## src/hw/rtl/b64d_pkg.sv

```systemverilog
package b64d_pkg;

   // Result kinds carried on rsp_tuser
   typedef enum logic [1:0] {
      KIND_BYTE  = 2'd0,
      KIND_DONE  = 2'd1,
      KIND_ERROR = 2'd2
   } kind_type;

   localparam logic [7:0] CHAR_NUL = 8'd0;
   localparam logic [7:0] CHAR_PAD = 8'd61;

   // Command depth between front and back
   localparam int QUEUE_DEPTH = 4;
   localparam int QPTR_W      = $clog2(QUEUE_DEPTH);

   // One command: up to three decoded bytes, then optional done or error word
   typedef struct packed {
      logic [1:0]  nbytes;   // 0..3 bytes, byte 0 in bits 23:16
      logic [23:0] bytes;
      logic        done;
      logic        error;
   } cmd_type;

   // Alphabet lookup: valid flag plus 6-bit value
   typedef struct packed {
      logic       valid;
      logic [5:0] value;
   } sextet_type;

   function automatic sextet_type sextet_of(input logic [7:0] c);
      sextet_type s;
      s.valid = 1'b1;
      s.value = 6'd0;
      if (c >= 8'd65 && c <= 8'd90) begin
         s.value = 6'(c - 8'd65);
      end else if (c >= 8'd97 && c <= 8'd122) begin
         s.value = 6'(c - 8'd71);
      end else if (c >= 8'd48 && c <= 8'd57) begin
         s.value = 6'(c + 8'd4);
      end else if (c == 8'd43) begin
         s.value = 6'd62;
      end else if (c == 8'd47) begin
         s.value = 6'd63;
      end else begin
         s.valid = 1'b0;
      end
      return s;
   endfunction

endpackage

```

## src/hw/rtl/b64d_front.sv

```systemverilog
module b64d_front import b64d_pkg::*; (
   input  logic       clock,
   input  logic       reset,
   input  logic       req_tvalid,
   output logic       req_tready,
   input  logic [7:0] req_tdata,   // [7:0] char_code
   input  logic       queue_full,
   output logic       push,
   output cmd_type    push_cmd
);

   logic [1:0]  phase_ff, phase_in;
   logic [17:0] held_ff, held_in;
   logic        pad3_ff, pad3_in;
   logic        skip_ff, skip_in;

   logic        accept;
   logic [7:0]  c;
   sextet_type  sx;
   logic        is_nul, is_pad, err;
   logic [5:0]  s1, s2, s3, s4;

   assign req_tready = !queue_full;
   assign accept     = req_tvalid && req_tready;
   assign c          = req_tdata;
   assign sx         = sextet_of(c);
   assign is_nul     = (c == CHAR_NUL);
   assign is_pad     = (c == CHAR_PAD);

   assign s1 = held_ff[17:12];
   assign s2 = held_ff[11:6];
   assign s3 = held_ff[5:0];
   assign s4 = is_pad ? 6'd0 : sx.value;

   // Classify the character against the group position
   always_comb begin
      phase_in = phase_ff;
      held_in  = held_ff;
      pad3_in  = pad3_ff;
      skip_in  = skip_ff;
      push     = 1'b0;
      push_cmd = '0;
      err      = 1'b0;
      if (accept) begin
         if (skip_ff) begin
            if (is_nul) skip_in = 1'b0;
         end else begin
            case (phase_ff)
               2'd0: begin
                  if (is_nul) begin
                     push          = 1'b1;
                     push_cmd.done = 1'b1;
                  end else if (!sx.valid) begin
                     err = 1'b1;
                  end else begin
                     held_in  = {sx.value, 12'd0};
                     phase_in = 2'd1;
                  end
               end
               2'd1: begin
                  if (!sx.valid) begin
                     err = 1'b1;
                  end else begin
                     held_in[11:6] = sx.value;
                     phase_in      = 2'd2;
                  end
               end
               2'd2: begin
                  if (is_pad) begin
                     pad3_in  = 1'b1;
                     phase_in = 2'd3;
                  end else if (!sx.valid) begin
                     err = 1'b1;
                  end else begin
                     held_in[5:0] = sx.value;
                     phase_in     = 2'd3;
                  end
               end
               default: begin
                  if (!is_pad && !sx.valid) begin
                     err = 1'b1;
                  end else begin
                     push            = 1'b1;
                     push_cmd.bytes  = {s1, s2, s3, s4};
                     push_cmd.nbytes = pad3_ff ? 2'd1 : (is_pad ? 2'd2 : 2'd3);
                     push_cmd.done   = is_pad;
                     phase_in        = 2'd0;
                     held_in         = '0;
                     pad3_in         = 1'b0;
                     if (is_pad) skip_in = 1'b1;
                  end
               end
            endcase
            // Bad character ends the string; skip to NUL unless it was the NUL
            if (err) begin
               push           = 1'b1;
               push_cmd       = '0;
               push_cmd.error = 1'b1;
               phase_in       = 2'd0;
               held_in        = '0;
               pad3_in        = 1'b0;
               skip_in        = !is_nul;
            end
         end
      end
   end

   always_ff @(posedge clock) begin
      if (reset) begin
         phase_ff <= 2'd0;
         held_ff  <= '0;
         pad3_ff  <= 1'b0;
         skip_ff  <= 1'b0;
      end else begin
         phase_ff <= phase_in;
         held_ff  <= held_in;
         pad3_ff  <= pad3_in;
         skip_ff  <= skip_in;
      end
   end

endmodule

```

## src/hw/rtl/b64d_queue.sv

```systemverilog
module b64d_queue import b64d_pkg::*; (
   input  logic    clock,
   input  logic    reset,
   input  logic    push,
   input  cmd_type push_cmd,
   input  logic    pop,
   output logic    full,
   output logic    empty,
   output cmd_type head
);

   cmd_type               slot_ff [QUEUE_DEPTH];
   logic [QPTR_W-1:0]     wr_ff, wr_in;
   logic [QPTR_W-1:0]     rd_ff, rd_in;
   logic [QPTR_W:0]       cnt_ff, cnt_in;

   assign full  = (cnt_ff == (QPTR_W+1)'(QUEUE_DEPTH));
   assign empty = (cnt_ff == '0);
   assign head  = slot_ff[rd_ff];

   // Pointer and fill bookkeeping
   always_comb begin
      wr_in  = push ? QPTR_W'(wr_ff + 1'b1) : wr_ff;
      rd_in  = pop  ? QPTR_W'(rd_ff + 1'b1) : rd_ff;
      cnt_in = cnt_ff;
      if (push && !pop) cnt_in = cnt_ff + 1'b1;
      if (pop && !push) cnt_in = cnt_ff - 1'b1;
   end

   always_ff @(posedge clock) begin
      if (reset) begin
         wr_ff  <= '0;
         rd_ff  <= '0;
         cnt_ff <= '0;
      end else begin
         wr_ff  <= wr_in;
         rd_ff  <= rd_in;
         cnt_ff <= cnt_in;
      end
   end

   always_ff @(posedge clock) begin
      if (push) slot_ff[wr_ff] <= push_cmd;
   end

   a_no_overflow: assert property (@(posedge clock) disable iff (reset)
      full |-> !push)
      else $error("queue write while full");

   a_no_underflow: assert property (@(posedge clock) disable iff (reset)
      empty |-> !pop)
      else $error("queue read while empty");

   a_count_tracks: assert property (@(posedge clock) disable iff (reset)
      (push && !pop && !full) |=> !empty)
      else $error("queue count lost a word");

endmodule

```

## src/hw/rtl/b64d_back.sv

```systemverilog
module b64d_back import b64d_pkg::*; #(
   parameter int COUNT_WIDTH = 16
) (
   input  logic                   clock,
   input  logic                   reset,
   input  logic                   empty,
   input  cmd_type                head,
   output logic                   pop,
   output logic                   rsp_tvalid,
   input  logic                   rsp_tready,
   output kind_type               out_kind,
   output logic [7:0]             out_byte,
   output logic [COUNT_WIDTH-1:0] out_count,
   output logic                   rsp_tlast
);

   localparam logic [COUNT_WIDTH-1:0] COUNT_MAX = '1;

   logic                   valid_ff, valid_in;
   kind_type               kind_ff, kind_in;
   logic [7:0]             byte_ff, byte_in;
   logic [COUNT_WIDTH-1:0] ocnt_ff, ocnt_in;
   logic                   last_ff, last_in;
   logic [1:0]             idx_ff, idx_in;
   logic [COUNT_WIDTH-1:0] total_ff, total_in;

   logic       load;
   logic [2:0] n_words;
   logic       is_last;

   assign load    = !empty && (!valid_ff || rsp_tready);
   assign n_words = {1'b0, head.nbytes} + {2'b0, head.done} + {2'b0, head.error};
   assign is_last = ({1'b0, idx_ff} == 3'(n_words - 3'd1));
   assign pop     = load && is_last;

   // Expand the head command into one result word per cycle unless rsp_tready stalls
   always_comb begin
      valid_in = valid_ff;
      kind_in  = kind_ff;
      byte_in  = byte_ff;
      ocnt_in  = ocnt_ff;
      last_in  = last_ff;
      idx_in   = idx_ff;
      total_in = total_ff;
      if (load) begin
         valid_in = 1'b1;
         last_in  = is_last;
         idx_in   = is_last ? 2'd0 : 2'(idx_ff + 1'b1);
         byte_in  = '0;
         ocnt_in  = '0;
         if ({1'b0, idx_ff} < {1'b0, head.nbytes}) begin
            kind_in = KIND_BYTE;
            case (idx_ff)
               2'd0:    byte_in = head.bytes[23:16];
               2'd1:    byte_in = head.bytes[15:8];
               default: byte_in = head.bytes[7:0];
            endcase
            if (total_ff != COUNT_MAX) total_in = total_ff + 1'b1;
         end else if (head.error) begin
            kind_in  = KIND_ERROR;
            total_in = '0;
         end else begin
            kind_in  = KIND_DONE;
            ocnt_in  = total_ff;
            total_in = '0;
         end
      end else if (rsp_tready) begin
         valid_in = 1'b0;
      end
   end

   always_ff @(posedge clock) begin
      if (reset) begin
         valid_ff <= 1'b0;
         idx_ff   <= 2'd0;
         total_ff <= '0;
      end else begin
         valid_ff <= valid_in;
         idx_ff   <= idx_in;
         total_ff <= total_in;
      end
   end

   always_ff @(posedge clock) begin
      kind_ff <= kind_in;
      byte_ff <= byte_in;
      ocnt_ff <= ocnt_in;
      last_ff <= last_in;
   end

   assign rsp_tvalid = valid_ff;
   assign out_kind   = kind_ff;
   assign out_byte   = byte_ff;
   assign out_count  = ocnt_ff;
   assign rsp_tlast  = last_ff;

   a_end_is_last: assert property (@(posedge clock) disable iff (reset)
      (valid_ff && kind_ff != KIND_BYTE) |-> last_ff)
      else $error("done or error word not marked last");

   a_count_only_done: assert property (@(posedge clock) disable iff (reset)
      (valid_ff && kind_ff != KIND_DONE) |-> (ocnt_ff == '0))
      else $error("count on a word that is not done");

   a_total_cleared: assert property (@(posedge clock) disable iff (reset)
      (load && !empty && ({1'b0, idx_ff} >= {1'b0, head.nbytes})) |=> (total_ff == '0))
      else $error("byte total not cleared at end of string");

endmodule

```

## src/hw/rtl/base64_decoder_core.sv

```systemverilog
// Streaming base64 decoder (standard alphabet A-Z a-z 0-9 + /, '=' padding).
// One character of a NUL-terminated string is taken per req_ word, one per
// cycle while the queue has room. Each fourth character of a group gives its
// decoded bytes, one rsp_ word each; a closing '=' group or a NUL at a group
// boundary adds a done word carrying the string's byte count (saturating at
// 2^COUNT_WIDTH-1); a bad character or a NUL inside a group gives an error
// word. After a '=' done or an error on a non-NUL character, characters are
// dropped up to and including the next NUL. rsp_tlast marks the final word
// caused by one input character. The front stage classifies a character
// combinationally and hands a command to a four-entry queue; the back stage
// drives one result word per cycle while rsp_tready is high, so a group of
// four characters yields at most three words and the block sustains one
// character per cycle; commands pass a queue slot, then the output register.
module base64_decoder_core import b64d_pkg::*; #(
   parameter int COUNT_WIDTH = 16
) (
   input  logic                                 clock,
   input  logic                                 reset,
   input  logic                                 req_tvalid,
   output logic                                 req_tready,
   input  logic [7:0]                           req_tdata,  // [7:0] char_code
   output logic                                 rsp_tvalid,
   input  logic                                 rsp_tready,
   // [7:0] data_byte, [COUNT_WIDTH+7:8] byte_count, zero fill above
   output logic [((8+COUNT_WIDTH+7)/8)*8-1:0]   rsp_tdata,
   output logic [1:0]                           rsp_tuser,  // [1:0] kind
   output logic                                 rsp_tlast   // last
);

   localparam int DATA_W = ((8 + COUNT_WIDTH + 7) / 8) * 8;

   logic                   push, pop, full, empty;
   cmd_type                push_cmd, head;
   kind_type               out_kind;
   logic [7:0]             out_byte;
   logic [COUNT_WIDTH-1:0] out_count;

   b64d_front u_front (
      .clock      (clock),
      .reset      (reset),
      .req_tvalid (req_tvalid),
      .req_tready (req_tready),
      .req_tdata  (req_tdata),
      .queue_full (full),
      .push       (push),
      .push_cmd   (push_cmd)
   );

   b64d_queue u_queue (
      .clock    (clock),
      .reset    (reset),
      .push     (push),
      .push_cmd (push_cmd),
      .pop      (pop),
      .full     (full),
      .empty    (empty),
      .head     (head)
   );

   b64d_back #(
      .COUNT_WIDTH (COUNT_WIDTH)
   ) u_back (
      .clock      (clock),
      .reset      (reset),
      .empty      (empty),
      .head       (head),
      .pop        (pop),
      .rsp_tvalid (rsp_tvalid),
      .rsp_tready (rsp_tready),
      .out_kind   (out_kind),
      .out_byte   (out_byte),
      .out_count  (out_count),
      .rsp_tlast  (rsp_tlast)
   );

   // Pack result word
   assign rsp_tdata = DATA_W'({out_count, out_byte});
   assign rsp_tuser = out_kind;

endmodule
```

## config.mk

```make
export PLATFORM = sky130hd
export DESIGN_NAME = base64_decoder_core
export DESIGN_NICKNAME = d
export VERILOG_FILES = /design/src/hw/rtl/b64d_pkg.sv /design/src/hw/rtl/b64d_front.sv /design/src/hw/rtl/b64d_queue.sv /design/src/hw/rtl/b64d_back.sv /design/src/hw/rtl/base64_decoder_core.sv
export SDC_FILE = /design/constraint.sdc
export NUM_CORES = 1
export LEC_CHECK = 0
export ABC_AREA = 1
export BUFFER_PORTS_ARGS = -buffer_cell sky130_fd_sc_hd__buf_2
export CAP_MARGIN = 20
export CELL_PAD_IN_SITES_DETAIL_PLACEMENT = 2
export CELL_PAD_IN_SITES_GLOBAL_PLACEMENT = 2
export CORE_MARGIN = 4
export CORE_UTILIZATION = 42
export CTS_CLUSTER_SIZE = 30
export DETAILED_ROUTE_END_ITERATION = 12
export MAX_ROUTING_LAYER = met4
export PLACE_DENSITY_LB_ADDON = 0.1
export RECOVER_POWER = 25
export SYNTH_ARGS = -nofsm -noshare
export SYNTH_HDL_FRONTEND = slang
export SYNTH_SLANG_ARGS = --single-unit
export TNS_END_PERCENT = 100
```

## constraint.sdc

```tcl
create_clock -name clock -period 9.25 [get_ports clock]
set_input_delay 0.4625 -clock clock [delete_from_list [all_inputs] [get_ports clock]]
set_output_delay 0.4625 -clock clock [all_outputs]
set_load 0.03 [all_outputs]
```

==> metrics.md <==
| Metric | Value |
|---|---|
| MaxCap Viol Count | 1 |
| Synthesized area | 8880 µm² |
| Slowest Stage Delay on Critical Path | 0.54 ns |
| CTS Sinks | 189 |
| Pre-CTS WS | 5.07 ns |
| Critical path endpoint category | flop |
| Mapped Cells | 943 |
| Total Routed Length | 28.2 mm |
| Worst slew pin tran | 2.10 ns |
| Share of flip-flops with an asynchronous set or reset | 0% |
| Gr usage total | 25.1% |
| Buffers on Ports | 40 |
| P_int | 1.70 mW |
| CP required | 9.62 ns |
| WP data arrival | 4.71 ns |
| Comb power frac | 33.6% |
| Residual DRC | 0 |
| CTS tree | built |
| Critical path class | reg -> reg |
| Synth cell types | 45 |
| Multi-input gate area | 3140 µm² |
| I/O pin cnt | 41 |
| Starting Density | 43.3% |
| Post_cts resized | 0 |
| CTS Root Cell | clkbuf_16 |
| P_sw | 1.12 mW |
| Clock power share | 26.6% |
| M1 WL | 12.2 mm |
| DR pass1 iterations | 5 |
| Core ar. | 20500 µm² |
| Slowest CP cell | fa_1 |
| FF/Latch Area | 5170 µm² |
| Dpl hpwl | 18.8 mm |
| Die Wd | 153 µm |
| Pwr/cell area | 286 nW/µm² |
| DIE HEIGHT | 153 µm |
| Max VDD drop | 130 µV |
| Fmax | 0.230 GHz |
| Num CTS Buffers | 17 |
| Failing checks | max-capacitance violations, max-slew violations |
| Worst Hold Class | in -> reg |
| First-pass GRT wire length | 44.9 mm |
| Post-synthesis average cell area | 9.41 µm² |
| Die area | 23500 µm² |
| Ant. Diodes | 0 |
| Layout fillers | 2206 |
| Initial DRC Count | 341 |
| H-Tree Depth | 4 |
| Rows | 52 |
| Post-DR vias/cell | 5.55 |
| Predominant post-synthesis flop cell | edfxtp_1 |
| Vias in the first global route | 7925 |
| Highest metal used | met4 |
| Clock Skews | 0.0156 ns |
| Critical path's most frequent cell | ha_1 |
| Worst path cell trace | buf_4 -> nand2_1 -> a32oi_1 -> inv_1 -> ha_1 -> inv_1 -> ha_1 -> fa_1 -> xor2_1 -> nor2_1 -> nand2_1 -> nor2_1 -> ha_1 -> fa_1 -> a21oi_1 -> o21a_1 -> o21ai_0 -> a21oi_1 |
| Ratio of final minimum period to clock period | 46.9% |
| Post-CTS Setup Bufs | 0 |
| Hold_sp | req_tvalid |
| Grt ovf | 0 |
| Area Growth Syn to Fin | 11.4% |
| Antenna viol nets, final | 0 |
| Metal3 WL | 578 µm |
| Sequential power share | 39.8% |
| Synth Register Bits | 189 |
| GPL Wtd Cong | 0.851 |
| Final hold slack | 0.348 ns |
| Sw Ratio | 39.7% |
| Fin. max-slew vios | 33 |
| Setup-failing EPs final | 0 |
| Fraction of layout cells with a size suffix above 1 | 6.68% |
| Crit path max fanout | 57 |
| Clock tree buffer depth | 2 |
| Mapped Nets | 982 |
| Met2 wire length | 15.1 mm |
| Post-layout min period | 4.34 ns |
| Outcome | finished, violations left |
| Crit path launch type | flop |
| Sequential area share after synthesis | 58.3% |
| Worst-path clk slew | 0.08 ns |
| Fin. Hold Viols | 0 |
| Vias | 6976 |
| Avg WL per Cell | 22.4 µm |
| RSZ-0062 raised after global routing | no |
| Antenna violations before repair | 0 |
| Setup tns final | 0 ns |
| YS warnings | 0 |
| Number of flops mapped to enable cells by yosys | 139 |
| CTS Hold Bufs | 0 |
| Largest net degree at the start of global routing | 58 |
| Slew headroom | -40.1% |
| P_leak | 3.96 nW |
| Fin worst setup slack | 4.91 ns |
| Nets | 1014 |
| Worst-Skew Late Latency | 0.44 ns |
Yosys cell counts, types with 2 or more instances:
| library cell | instances | share of area, % |
|---|---|---|
| nand3b_1 | 2 | 0.17 |
| nand3_2 | 4 | 0.45 |
| nand2_1 | 116 | 4.9 |
| clkbuf_1 | 20 | 0.85 |
| a211oi_1 | 2 | 0.17 |
| buf_4 | 3 | 0.25 |
| nor2_1 | 183 | 7.7 |
| a221oi_1 | 8 | 0.79 |
| xor2_1 | 13 | 1.3 |
| inv_2 | 5 | 0.21 |
| edfxtp_1 | 139 | 47 |
| o21bai_1 | 7 | 0.59 |
| a21oi_1 | 49 | 2.8 |
| inv_1 | 107 | 4.5 |
| o21a_1 | 3 | 0.25 |
| nor3_1 | 12 | 0.68 |
| o21ai_0 | 82 | 4.6 |
| fa_1 | 2 | 0.45 |
| nand3_1 | 53 | 3.0 |
| ha_1 | 25 | 3.5 |
| o22ai_1 | 17 | 1.2 |
| nand4_1 | 7 | 0.49 |
| buf_1 | 4 | 0.17 |
| nor2_2 | 2 | 0.14 |
| dfxtp_1 | 50 | 11 |
| o211ai_1 | 3 | 0.25 |
| buf_2 | 7 | 0.39 |
layer usage:
metal  global-route usage (%)  vias to the layer above
li1                         -                     3240
met1                     30.1                     3612
met2                     44.9                       98
met3                     3.25                       26
met4                     6.27                        0
met5                        -                        -
placed cells by master, fill, tap and decap left out, types with 3 or more instances in the layout:
cell / count
clkbuf_1: 33
nand4_1: 7
nand3_2: 3
dfxtp_1: 50
inv_1: 107
o21ai_0: 82
nor3_1: 12
ha_1: 25
o21a_1: 3
inv_2: 5
nor2_2: 3
clkbuf_16: 20
xor2_1: 13
o21bai_1: 7
a21oi_1: 50
o22ai_1: 17
a221oi_1: 8
edfxtp_1: 139
nand2_1: 116
o211ai_1: 3
buf_4: 5
inv_6: 5
buf_2: 10
nor2_4: 4
nand3_1: 55
nor2_1: 179
power by group through the flow:
| stage | logic (mW) | clock network [mW] | registers, mW |
|---|---|---|---|
| finish | 0.948 | 0.752 | 1.12 |
| global route | 1.04 | 0.802 | 1.14 |
| CTS | 0.981 | 0.762 | 1.12 |
| detailed placement | 0.959 | 0 | 1.14 |
| global placement | 0.881 | 0 | 1.12 |
| floorplan | 0.511 | 0 | 1.26 |
worst max-delay path: cells and delay by family, from the launching register on:
family / cells / cell delay (ns)
buffers and inverters: 3 / 0.69
adder cells (fa/ha/maj): 5 / 1.77
flip-flops: 1 / 0.34
AND/OR/NAND/NOR: 4 / 0.38
AO/OA/AOI/OAI: 5 / 0.95
XOR/XNOR: 1 / 0.17
flip-flops by register name (all words and copies together) (netlist names), named ones only:
| register | flops |
|---|---|
| u_queue.wr_ff | 2 |
| u_front.skip_ff | 1 |
| u_back.out_byte | 8 |
| u_back.rsp_tvalid | 1 |
| u_queue.slot_ff | 112 |
| u_queue.cnt_ff | 3 |
| u_back.out_kind | 2 |
| u_queue.rd_ff | 2 |
| u_back.total_ff | 16 |
| u_back.out_count | 16 |
| u_front.pad3_ff | 1 |
| u_front.held_ff | 18 |
| u_front.phase_ff | 2 |
| u_back.idx_ff | 2 |
| u_back.rsp_tlast | 1 |
per-stage QoR:
step / util (%) / power [mW] / area [µm²] / cells
after floorplan: - / 1.77 / 8880 / 943
after global placement: 45.7 / 2.00 / 9360 / 1226
after detailed placement: 45.7 / 2.10 / 9360 / 1226
after CTS: 48.6 / 2.86 / 9960 / 1258
after global routing: 48.2 / 2.98 / 9890 / 1258
final: 48.2 / 2.82 / 9890 / 1258
kinds of logic (layout without fill, tap and decap cells):
kind of cell / after synthesis / in the layout / share of synthesized area [%]
xor gates and xnor gates: 14 / 14 / 1.38
AOI/OAI and AO/OA: 179 / 179 / 11.5
DFF: 189 / 189 / 58.3
buffers and inverters: 148 / 193 / 6.51
and+or+nand+nor: 386 / 386 / 18.3
adders and majority gates: 27 / 27 / 3.98
final timing paths:
path	end	slack [ns]	cells past startpoint
max reg2reg	u_queue.cnt_ff[2]	4.91	18
max	u_queue.cnt_ff[2]	4.91	18
min reg2reg	u_back.total_ff[4]	0.49	2
min	u_front.skip_ff	0.35	4
final cells by class:
cell class	instances	share of cell area [%]
well taps	270	3.42
flip-flops and latches	189	52.3
repair buffers	47	2.10
clock buffers	22	5.24
inverters	114	4.34
clock inverters	10	0.860
multi-input cells	606	31.7
No activity file was read; power rests on OpenSTA's default activity.
